[config.mk]
export PLATFORM = sky130hd
export DESIGN_NAME = char_to_keystroke_encoder_top
export DESIGN_NICKNAME = d
export VERILOG_FILES = /design/src/rtl/cke_pkg.sv /design/src/rtl/char_to_keystroke_encoder_top.sv /design/src/rtl/cke_fifo.sv /design/src/rtl/cke_front.sv /design/src/rtl/cke_back.sv
export SDC_FILE = /design/constraint.sdc
export NUM_CORES = 1
export LEC_CHECK = 0
export BUFFER_PORTS_ARGS = -buffer_cell sky130_fd_sc_hd__buf_2
export CORE_MARGIN = 5
export CORE_UTILIZATION = 36
export CTS_CLUSTER_DIAMETER = 80
export CTS_CLUSTER_SIZE = 24
export DETAILED_ROUTE_END_ITERATION = 8
export PLACE_DENSITY = 0.5
export SLEW_MARGIN = 20
export SYNTH_ARGS = -nofsm -noshare
export SYNTH_HDL_FRONTEND = slang
export SYNTH_HIERARCHICAL = 1
export SYNTH_SLANG_ARGS = --single-unit
export TNS_END_PERCENT = 20
[constraint.sdc]
create_clock -name aclk -period 9 [get_ports aclk]
set_input_delay 0.9 -clock aclk [delete_from_list [all_inputs] [get_ports aclk]]
set_output_delay 0.9 -clock aclk [all_outputs]
set_load 0.05 [all_outputs]
[src/rtl/cke_pkg.sv]
// ---------------------------------------------------------------------------
// cke_pkg
// Shared types, constants and report helpers of the keystroke encoder.
// ---------------------------------------------------------------------------
package cke_pkg;

    // Field widths of the stream words
    localparam int CODE_W     = 16;
    localparam int MOD_W      = 8;
    localparam int KEY_W      = 7;
    localparam int DIGIT_W    = 4;
    localparam int NUM_DIGITS = 5;
    localparam int S_TDATA_W  = 16;
    localparam int M_TDATA_W  = 16;

    // Default depth of the command queue between front and back
    localparam int QUEUE_DEPTH_DEF = 2;

    // HID modifier and key constants
    localparam logic [MOD_W-1:0] MOD_NONE   = 8'h00;
    localparam logic [MOD_W-1:0] MOD_SHIFT  = 8'h20;
    localparam logic [MOD_W-1:0] MOD_ALT    = 8'h40;
    localparam logic [KEY_W-1:0] KEY_NONE   = 7'd0;
    localparam logic [KEY_W-1:0] DIGIT_BASE = 7'd88;
    localparam logic [KEY_W-1:0] ZERO_KEY   = 7'd98;

    // Divide by ten: q = (v * 52429) >> 19, exact for every 16-bit v
    localparam logic [CODE_W-1:0] DIV10_MUL   = 16'd52429;
    localparam int                DIV10_SHIFT = 19;

    // Report sequencing
    localparam int                STEP_W          = 4;
    localparam logic [STEP_W-1:0] FIRST_STEP      = 4'd0;
    localparam logic [STEP_W-1:0] PLAIN_LAST_STEP = 4'd1;
    localparam logic [STEP_W-1:0] ALT_LAST_STEP   = 4'd11;

    // Front-end sequencer states
    typedef enum logic [1:0] {
        FR_IDLE,
        FR_DIV,
        FR_PUSH
    } front_state_t;

    // One classified character, as queued for the back end
    typedef struct packed {
        logic                                is_alt;
        logic [MOD_W-1:0]                    plain_mod;
        logic [KEY_W-1:0]                    plain_key;
        logic [NUM_DIGITS-1:0][DIGIT_W-1:0]  digits;    // index 0 is most significant
    } desc_t;

    // One keyboard report
    typedef struct packed {
        logic [MOD_W-1:0] modifier_bits;
        logic [KEY_W-1:0] key_code;
        logic             last_report;
    } report_t;

    // Queue status seen by the front and back
    typedef struct packed {
        logic full;
        logic empty;
    } queue_stat_t;

    // Keypad key for one decimal digit
    function automatic logic [KEY_W-1:0] digit_key(logic [DIGIT_W-1:0] d);
        logic [KEY_W-1:0] k;
        if (d == '0) begin
            k = ZERO_KEY;
        end else begin
            k = KEY_W'(d) + DIGIT_BASE;
        end
        return k;
    endfunction

    // Report number 'step' of a classified character
    function automatic report_t make_report(desc_t d, logic [STEP_W-1:0] step);
        report_t          r;
        logic [STEP_W-1:0] idx_wide;
        logic [2:0]        idx;
        r        = '0;
        idx_wide = (step - 4'd1) >> 1;
        idx      = idx_wide[2:0];
        if (!d.is_alt) begin
            if (step == FIRST_STEP) begin
                r.modifier_bits = d.plain_mod;
                r.key_code      = d.plain_key;
            end else begin
                r.last_report = 1'b1;
            end
        end else if (step == ALT_LAST_STEP) begin
            r.last_report = 1'b1;
        end else begin
            r.modifier_bits = MOD_ALT;
            // odd steps press a digit, even steps release
            if (step[0]) begin
                r.key_code = digit_key(d.digits[idx]);
            end
        end
        return r;
    endfunction

endpackage

[src/rtl/char_to_keystroke_encoder_top.sv]
// ---------------------------------------------------------------------------
// char_to_keystroke_encoder_top
// Character code to keyboard report sequence encoder.
// ---------------------------------------------------------------------------
// Input stream carries one 16-bit character code per word. A code with a
// zero high byte types as a press and a release (two reports); a code with
// a nonzero high byte types as an alt-code of five keypad digits (twelve
// reports); a zero code is taken and produces nothing.
// Output stream carries one report per word, tlast on the final report.
// A plain code reaches the output through the queue and the output register;
// an alt code first passes the front's divide state, which splits it into
// digits with one divide-by-ten multiply per cycle.
// Throughput: the output runs one report per cycle while the receiver takes
// them; the front takes a plain code every cycle while the queue has room,
// and takes no new code while an alt code is split and pushed.
// A queue of QUEUE_DEPTH characters separates front and back, so new codes
// are taken while earlier reports are still leaving.
// Reset (aresetn low, synchronous) empties the queue and drops any report
// in flight. A stalled receiver holds the output word; the queue then fills
// and s_tready falls.
// ---------------------------------------------------------------------------
module char_to_keystroke_encoder_top #(
    parameter int QUEUE_DEPTH = cke_pkg::QUEUE_DEPTH_DEF
) (
    input  logic                          aclk,
    input  logic                          aresetn,
    // s_tdata: [15:0] char_code
    input  logic                          s_tvalid,
    output logic                          s_tready,
    input  logic [cke_pkg::S_TDATA_W-1:0] s_tdata,
    // m_tdata: [7:0] modifier_bits, [14:8] key_code, [15] zero
    output logic                          m_tvalid,
    input  logic                          m_tready,
    output logic [cke_pkg::M_TDATA_W-1:0] m_tdata,
    output logic                          m_tlast
);
    import cke_pkg::*;

    desc_t       push_data;
    desc_t       head;
    queue_stat_t q_stat;
    logic        push;
    logic        pop;

    cke_front u_front (
        .aclk      (aclk),
        .aresetn   (aresetn),
        .s_tvalid  (s_tvalid),
        .s_tready  (s_tready),
        .s_tdata   (s_tdata),
        .q_stat    (q_stat),
        .push      (push),
        .push_data (push_data)
    );

    cke_fifo #(
        .DEPTH (QUEUE_DEPTH)
    ) u_fifo (
        .aclk      (aclk),
        .aresetn   (aresetn),
        .push      (push),
        .push_data (push_data),
        .pop       (pop),
        .head      (head),
        .stat      (q_stat)
    );

    cke_back u_back (
        .aclk     (aclk),
        .aresetn  (aresetn),
        .head     (head),
        .q_stat   (q_stat),
        .pop      (pop),
        .m_tvalid (m_tvalid),
        .m_tready (m_tready),
        .m_tdata  (m_tdata),
        .m_tlast  (m_tlast)
    );

endmodule

[src/rtl/cke_fifo.sv]
// ---------------------------------------------------------------------------
// cke_fifo
// Small register queue of classified characters between front and back.
// ---------------------------------------------------------------------------
module cke_fifo #(
    parameter int DEPTH = cke_pkg::QUEUE_DEPTH_DEF
) (
    input  logic                 aclk,
    input  logic                 aresetn,
    input  logic                 push,
    input  cke_pkg::desc_t       push_data,
    input  logic                 pop,
    output cke_pkg::desc_t       head,
    output cke_pkg::queue_stat_t stat
);
    import cke_pkg::*;

    localparam int PTR_W = (DEPTH > 1) ? $clog2(DEPTH) : 1;
    localparam int CNT_W = $clog2(DEPTH + 1);
    localparam logic [PTR_W-1:0] LAST_PTR = PTR_W'(DEPTH - 1);
    localparam logic [CNT_W-1:0] FULL_CNT = CNT_W'(DEPTH);

    desc_t             entry_reg [DEPTH];
    logic [PTR_W-1:0]  wr_ptr_reg, wr_ptr_next;
    logic [PTR_W-1:0]  rd_ptr_reg, rd_ptr_next;
    logic [CNT_W-1:0]  count_reg, count_next;

    assign stat.full  = (count_reg == FULL_CNT);
    assign stat.empty = (count_reg == '0);
    assign head       = entry_reg[rd_ptr_reg];

    // Advance pointers with wrap, track fill
    always_comb begin
        wr_ptr_next = wr_ptr_reg;
        rd_ptr_next = rd_ptr_reg;
        count_next  = count_reg;
        if (push) begin
            wr_ptr_next = (wr_ptr_reg == LAST_PTR) ? '0 : wr_ptr_reg + 1'b1;
        end
        if (pop) begin
            rd_ptr_next = (rd_ptr_reg == LAST_PTR) ? '0 : rd_ptr_reg + 1'b1;
        end
        if (push && !pop) begin
            count_next = count_reg + 1'b1;
        end else if (pop && !push) begin
            count_next = count_reg - 1'b1;
        end
    end

    always_ff @(posedge aclk) begin
        if (!aresetn) begin
            wr_ptr_reg <= '0;
            rd_ptr_reg <= '0;
            count_reg  <= '0;
        end else begin
            wr_ptr_reg <= wr_ptr_next;
            rd_ptr_reg <= rd_ptr_next;
            count_reg  <= count_next;
        end
    end

    // Store the pushed word
    always_ff @(posedge aclk) begin
        if (push) begin
            entry_reg[wr_ptr_reg] <= push_data;
        end
    end

endmodule

[src/rtl/cke_front.sv]
// ---------------------------------------------------------------------------
// cke_front
// Accepts character codes, classifies them and splits alt codes into
// five decimal digits by repeated division by ten.
// ---------------------------------------------------------------------------
module cke_front (
    input  logic                          aclk,
    input  logic                          aresetn,
    input  logic                          s_tvalid,
    output logic                          s_tready,
    input  logic [cke_pkg::S_TDATA_W-1:0] s_tdata,
    input  cke_pkg::queue_stat_t          q_stat,
    output logic                          push,
    output cke_pkg::desc_t                push_data
);
    import cke_pkg::*;

    front_state_t                        state_reg, state_next;
    logic [1:0]                          cnt_reg, cnt_next;
    logic [CODE_W-1:0]                   val_reg;
    logic [NUM_DIGITS-1:0][DIGIT_W-1:0]  digits_reg;

    logic                    accept;
    logic                    hi_zero;
    logic                    lo_zero;
    logic [2*CODE_W-1:0]     prod;
    logic [CODE_W-1:0]       quot;
    logic [CODE_W-1:0]       quot_x10;
    logic [CODE_W-1:0]       rem_wide;
    logic [2:0]              digit_idx;
    desc_t                   plain_desc;
    desc_t                   alt_desc;

    assign accept  = s_tvalid && s_tready;
    assign hi_zero = (s_tdata[15:8] == '0);
    assign lo_zero = (s_tdata[7:0] == '0);

    // Divide the running value by ten
    assign prod      = val_reg * DIV10_MUL;
    assign quot      = CODE_W'(prod[2*CODE_W-1:DIV10_SHIFT]);
    assign quot_x10  = (quot << 3) + (quot << 1);
    assign rem_wide  = val_reg - quot_x10;
    assign digit_idx = 3'(NUM_DIGITS - 1) - {1'b0, cnt_reg};

    // Build the two kinds of queue words
    always_comb begin
        plain_desc           = '0;
        plain_desc.is_alt    = 1'b0;
        plain_desc.plain_mod = s_tdata[7] ? MOD_SHIFT : MOD_NONE;
        plain_desc.plain_key = s_tdata[6:0];
        alt_desc             = '0;
        alt_desc.is_alt      = 1'b1;
        alt_desc.digits      = digits_reg;
    end

    // Next state
    always_comb begin
        state_next = state_reg;
        unique case (state_reg)
            FR_IDLE: begin
                if (accept && !hi_zero) begin
                    state_next = FR_DIV;
                end
            end
            FR_DIV: begin
                if (cnt_reg == 2'd3) begin
                    state_next = FR_PUSH;
                end
            end
            FR_PUSH: begin
                if (!q_stat.full) begin
                    state_next = FR_IDLE;
                end
            end
            default: state_next = FR_IDLE;
        endcase
    end

    // Outputs
    always_comb begin
        s_tready  = 1'b0;
        push      = 1'b0;
        push_data = plain_desc;
        unique case (state_reg)
            FR_IDLE: begin
                s_tready = !q_stat.full;
                push     = accept && hi_zero && !lo_zero;
            end
            FR_DIV: begin
            end
            FR_PUSH: begin
                push      = !q_stat.full;
                push_data = alt_desc;
            end
            default: begin
            end
        endcase
    end

    // Digit counter
    always_comb begin
        cnt_next = cnt_reg;
        if (state_reg == FR_DIV) begin
            cnt_next = cnt_reg + 1'b1;
        end else begin
            cnt_next = '0;
        end
    end

    always_ff @(posedge aclk) begin
        if (!aresetn) begin
            state_reg <= FR_IDLE;
            cnt_reg   <= '0;
        end else begin
            state_reg <= state_next;
            cnt_reg   <= cnt_next;
        end
    end

    // Load the code, then peel digits from the low end by division by ten; the final quotient gives the top digit
    always_ff @(posedge aclk) begin
        if (state_reg == FR_IDLE && accept) begin
            val_reg <= s_tdata[CODE_W-1:0];
        end else if (state_reg == FR_DIV) begin
            val_reg               <= quot;
            digits_reg[digit_idx] <= rem_wide[DIGIT_W-1:0];
            if (cnt_reg == 2'd3) begin
                digits_reg[0] <= quot[DIGIT_W-1:0];
            end
        end
    end

endmodule

[src/rtl/cke_back.sv]
// ---------------------------------------------------------------------------
// cke_back
// Walks the queued characters report by report into the output register.
// ---------------------------------------------------------------------------
module cke_back (
    input  logic                          aclk,
    input  logic                          aresetn,
    input  cke_pkg::desc_t                head,
    input  cke_pkg::queue_stat_t          q_stat,
    output logic                          pop,
    output logic                          m_tvalid,
    input  logic                          m_tready,
    output logic [cke_pkg::M_TDATA_W-1:0] m_tdata,
    output logic                          m_tlast
);
    import cke_pkg::*;

    logic [STEP_W-1:0] step_reg, step_next;
    logic              valid_reg, valid_next;
    report_t           rep_reg;
    report_t           rep_now;
    logic [STEP_W-1:0] last_step;
    logic              load;

    assign rep_now   = make_report(head, step_reg);
    assign last_step = head.is_alt ? ALT_LAST_STEP : PLAIN_LAST_STEP;
    assign load      = !q_stat.empty && (!valid_reg || m_tready);
    assign pop       = load && (step_reg == last_step);

    // Advance the report counter, drop valid once taken
    always_comb begin
        step_next  = step_reg;
        valid_next = valid_reg;
        if (load) begin
            valid_next = 1'b1;
            step_next  = (step_reg == last_step) ? FIRST_STEP : step_reg + 1'b1;
        end else if (m_tready) begin
            valid_next = 1'b0;
        end
    end

    always_ff @(posedge aclk) begin
        if (!aresetn) begin
            step_reg  <= FIRST_STEP;
            valid_reg <= 1'b0;
        end else begin
            step_reg  <= step_next;
            valid_reg <= valid_next;
        end
    end

    // Hold the report until taken
    always_ff @(posedge aclk) begin
        if (load) begin
            rep_reg <= rep_now;
        end
    end

    assign m_tvalid = valid_reg;
    assign m_tdata  = {1'b0, rep_reg.key_code, rep_reg.modifier_bits};
    assign m_tlast  = rep_reg.last_report;

endmodule

Word-level counts from Yosys, hierarchy flattened
Memories as Yosys holds them, arrays and structs flattened. A register that Yosys moved wholly into a read port is not among the register bits.
Index checks and enable logic that the tools add are counted.
W data, S select, Z words.

operators by class
  multipliers = 1
  reduce and logical (&&, ||, !) cells = 30
  eq/ne operators = 9
  order comparisons = 3
  bitwise logic cells = 1
  mux-type cells = 35
  $add $sub $neg = 11

operators by type and width
  operator                  number
  $mux W16                  3
  $mux W36                  1
  $mul A16 B16 Y32 const B  1
  $bwmux W20                1
  $mux W4                   5
  $logic_not A8 Y1          2
  $mux W15                  1
  $mux W14                  1
  $mux W7                   2
  $bmux W4 S3               1
  $demux W4 S3              1
  $mux W1                   11
  $logic_and A1 B1 Y1       10
  $mux W2                   5
  $logic_not A4 Y1          2
  $lt A3 B4 Y1 const B      2
  $add A4 B7 Y7 const B     1
  $logic_not A1 Y1          7
  $eq A2 B2 Y1 const B      3
  $mux W6                   1
  $pmux W2 S3               1
  $reduce_bool A2 Y1        3
  $add A2 B1 Y2 const B     2
  $add A4 B1 Y4 const B     1
  other kinds (18)          22

storage, ports and cells
  logic and storage cells = 107
  bits of input ports = 20
  flip-flop bits (word level) = 65
  bits in writable memories = 72
  memories = 1
  output and inout port bits = 19

memory list
  name              depth  bits a word  rd ports  clocked after memory_dff  wr ports  line            source
  u_fifo.entry_reg  2      36           1         1                         1         cke_fifo.sv:23  desc_t entry_reg [DEPTH];

Depth between registers and ports, before layout
  depth in word-level cells = 11
  depth in mapped cells = 27
  depth with buffers taken out = 27

By module
Netlist, hierarchy kept.

modules (own cells, without submodules)
  module     times used  area an instance (µm²)  sequential area each (µm²)  cells an instance
  cke_front  1           6,538.8                 1,161.1                     650
  cke_fifo   1           2,825.2                 2,262.2                     134
  cke_back   1           1,177.4                 580.6                       102

Worst setup path after synthesis
OpenSTA, ideal clock, no wires.

  path kind = reg2reg
  start = reg u_front.val_reg[4]
  end = reg u_front.digits_reg (netlist bit u_front/alt_desc[3]), data pin
  period minus slack after synthesis = 6.508 ns
  required time = 8.744 ns
  stages on the path, launching flop included = 24
  path slack = 2.492 ns
  arrival time = 6.252 ns
  library setup time = 0.256 ns
  path buffers = 1
  cell sequence = edfxtp_1 > ha_1 > fa_1 > inv_1 > fa_1 > fa_1 > inv_1 > fa_1 > fa_1 > ha_1 > buf_6 > o21a_2 > nor2_1 > or3_4 > o22ai_2 > xor2_1 > ha_1 > or3b_1 > and3_1 > nand4_1 > nand4_1 > nor2_4 > xnor2_1 > a41o_1

on the way
  word-level cells in the longest chain between the ends = 5

RTL lines
  what                             line              source
  from (decl)                      cke_front.sv:20   logic [CODE_W-1:0] val_reg;
  from (signal assigned)           cke_front.sv:123  val_reg <= s_tdata[CODE_W-1:0];
  from (signal assigned)           cke_front.sv:125  val_reg <= quot;
  $mul A16 B16 Y32                 cke_front.sv:39   assign prod = val_reg * DIV10_MUL;
  $add A4 B4 Y4                    cke_front.sv:41   assign quot_x10 = (quot << 3) + (quot << 1);
  $sub A4 B4 Y4                    cke_front.sv:42   assign rem_wide = val_reg - quot_x10;
  named net u_front.rem_wide[3]    cke_front.sv:29   logic [CODE_W-1:0] rem_wide;
  $bwmux W20                       cke_front.sv:126  digits_reg[digit_idx] <= rem_wide[DIGIT_W-1:0];
  $mux W4                          cke_front.sv:127  if (cnt_reg == 2'd3) begin
  to (signal, indexed assignment)  cke_front.sv:126
  to (decl)                        cke_front.sv:21   logic [NUM_DIGITS-1:0][DIGIT_W-1:0] digits_reg;

The timed path passes the listed nets, and every way through them passes these cells.
A chain may end at the register's enable or synchronous reset.

Worst setup path after layout
  start = reg u_front.val_reg[6]
  end = reg u_front.digits_reg (netlist bit u_front/alt_desc[3]), data pin

The elaborated chain is that of the path after synthesis.

==> out/qor.yml <==
die:
  initial_core_util_pct: 36.6
  coreArea_mm2: 0.0288
  ioPinCount: 39
  die-area_mm2: 0.0328
  dieHeight_um: 181
  rows: 62
  die_w_um: 181
worst_hold_path:
  holdCritPathClass: "flip-flop to flip-flop"
  holdCritStartpoint: "u_fifo/count_reg[1]"
yosys:
  synth_flop_cell: "edfxtp_1"
  yosysUniqueCellTypes: 67
  synth_top_area_cell: "edfxtp_1"
  synthArstFlopShare_pct: 0
  synthCells: 886
  postSynthAreaPerCell_um2: 11.9
  ys_ff_latch: 138
  synth.area.top_cells: "edfxtp_1 (35%), ha_1 (17%), fa_1 (15%), inv_1 (5.9%), mux2_2 (4.0%)"
  ys_seq_area_share_pct: 38.0
  synth_edf_count: 124
  synth.top_cell.area_share_pct: 35.3
  ys_warn_count: 6
  netlist_area_mm2: 0.0105
critical_path:
  cp.required_ns: 9.16
  worstSetupStartpointType: "flip-flop"
  crit_fanout: 8
  critical_path_class: "flip-flop to flip-flop"
  arrival_ns: 7.22
  crit_top_cell: "fa_1"
  worst_setup_path_end_kind: "flip-flop"
  worst-path-buf-inv: 2
  crit_chain: "ha_1 > inv_1 > fa_1 > inv_1 > fa_1 > fa_1 > fa_1 > fa_1 > ha_1 > o21a_2 > nor2_1 > or3_4 > o22ai_2 > xor2_1 > ha_1 > or3b_1 > and3_1 > o21ai_1 > o211ai_1 > nor2_4 > xnor2_1 > a41o_1"
  critical_path.top_delay_family: "adder cells"
  critPathSlowestCell: "edfxtp_1"
  crit_path_start: "u_front/val_reg[6]"
  r2r_start: "u_front/val_reg[6]"
  slowest_delay_ns: 0.54
cts:
  hold_buffers: 0
  htreeDepth: 4
  root_buffer: "clkbuf_16"
  cts_buffers: 17
  cts_tree: "done"
  post_cts_buffers: 0
  ctsResizeCount: 0
  clkLatencyLatePin_ns: 0.42
  cts_buffer_depth: 2
  path_clk_slew_ns: 0.07
  clock-sinks: 138
routing:
  drt_wl_total_um: 23000
  drt-met1-wl_um: 10500
  wl_met2_um: 11400
  drt_first_pass_iters: 4
  drt_iter0_drc: 299
  antenna_left: 0
  detail_route.vias_per_cell: 4.76
  wire_per_inst_um: 17.4
  met3WireLength_um: 741
  dr.max_layer_used: "met4"
  drc: 0
  vias: 6322
place:
  hpwlAfterDp_um: 18500
  dp_slack_ns: 1.96
  gp_congestion: 0.879
  place_inst: 1295
  io_buffers: 37
cells_and_area:
  fin_util_pct: 40.9
  areaGrowthSynthToFinish_pct: 11.5
  regArea_mm2: 0.00400
  n_antenna_cell: 0
  drive_gt1_share_pct: 14.3
  final_common_cell: "inv_1"
  layout.cells.non_filler: 1327
  final_nets: 1172
  final.fill_count: 2778
  mostFrequentLayoutCells: "inv_1 (167), ha_1 (142), edfxtp_1 (124), fa_1 (80), and2_1 (40)"
  largest_register_ffs: 72
  multiInputGateArea_mm2: 0.00579
grt:
  grt_pass1_wl_um: 37300
  antenna_found_initial: 0
  grt_pass1_vias: 6694
  grt_max_degree: 37
  grtUsageTotal_pct: 14.6
  gr-total-overflow: 0
timing:
  fin_skew_ns: 0.0159
  tightestPinTransition_ns: 1.06
  rsz0062_at_grt: "false"
  finalHoldViolations: 0
  setup_viol: 0
  finalSetupTns_ns: 0
  max_slew_margin_pct: 29.5
  final_max_slew_viol_count: 0
  setup_ws_ns: 1.94
  fmax_mhz: 142
  min_period_ns: 7.06
  min_period_over_period_pct: 78.4
flow_run:
  max-cap-violations: 0
status:
  outcome: "finished, final reports clean"
-- per-stage QoR --
step | hold WS [ns] | cell area (um2)
2_1_floorplan | 0.459 | 10600
3_3_place_gp | 0.487 | 11100
3_5_place_dp | 0.489 | 11100
4_1_cts | 0.490 | 11800
5_1_grt | 0.535 | 11800
6_report | 0.493 | 11800
-- cells in the mapped netlist (2+ instances only) --
| cell type | number |
|---|---|
| nor2b_1 | 15 |
| inv_1 | 167 |
| o21ai_1 | 5 |
| and3_1 | 14 |
| a31oi_1 | 3 |
| nand4_1 | 6 |
| mux4_2 | 4 |
| or3_1 | 3 |
| xor2_1 | 14 |
| a21oi_1 | 18 |
| buf_2 | 2 |
| a311o_1 | 3 |
| a21o_1 | 7 |
| o21a_1 | 2 |
| mux2_2 | 37 |
| fa_1 | 80 |
| mux2i_1 | 4 |
| edfxtp_1 | 124 |
| conb_1 | 2 |
| o211ai_1 | 2 |
| o21ai_0 | 12 |
| ha_1 | 142 |
| nor3_1 | 8 |
| nand2b_1 | 2 |
| nand2_1 | 37 |
| nand3_1 | 10 |
| and2_1 | 40 |
| a21oi_2 | 3 |
| nor4_1 | 4 |
| nor3b_1 | 3 |
| dfxtp_1 | 14 |
| clkbuf_1 | 7 |
| nor2_1 | 31 |
| buf_6 | 5 |
| xnor2_1 | 12 |
| a221oi_2 | 2 |
| o31ai_1 | 3 |
| buf_4 | 9 |
| a31o_1 | 2 |
-- worst reg2reg max path, cell delays in order (launching register included) --
cell	delay, ns
edfxtp_1	0.54
ha_1	0.48
inv_1	0.10
fa_1	0.54
inv_1	0.06
fa_1	0.50
fa_1	0.47
fa_1	0.50
fa_1	0.43
ha_1	0.46
o21a_2	0.19
nor2_1	0.05
or3_4	0.39
o22ai_2	0.21
xor2_1	0.15
ha_1	0.34
or3b_1	0.39
and3_1	0.21
o21ai_1	0.12
o211ai_1	0.14
nor2_4	0.12
xnor2_1	0.14
a41o_1	0.28
-- path summary, 6_finish.rpt --
path	depth (start not counted)	to	slack, ns
setup reg to reg	22	u_front/alt_desc[3]	1.94
setup / recovery	22	u_front/alt_desc[3]	1.94
hold / removal	2	u_fifo/count_reg[1]	0.49
hold reg to reg	2	u_fifo/count_reg[1]	0.49
-- routing by layer --
layer	up-vias	GRT usage [%]
li1	3077	-
met4	0	4.20
met5	-	0
met2	111	25.2
met3	27	2.41
met1	3107	18.9
-- cell type report --
cell class,count,area share (%)
multi-input cells,564,49.2
well taps,384,4.09
flip-flops and latches,138,34.1
clock inverters,14,1.76
clock buffers,18,3.65
repair buffers,42,1.89
inverters,167,5.33
-- logic make-up (layout without fill, tap and decap cells) --
family	Yosys count	in the layout	synth area share, %
flops	138	138	38.0
xor+xnor	29	29	2.73
fa+ha+maj	222	222	32.0
buf+inv	190	241	7.47
mux	45	45	5.19
compound gates	80	80	5.39
other cells	2	8	0.0712
simple gates	180	180	9.13
Power is not shown: default switching activity piles up to over one toggle a cycle in this logic, so the estimate is an artifact.
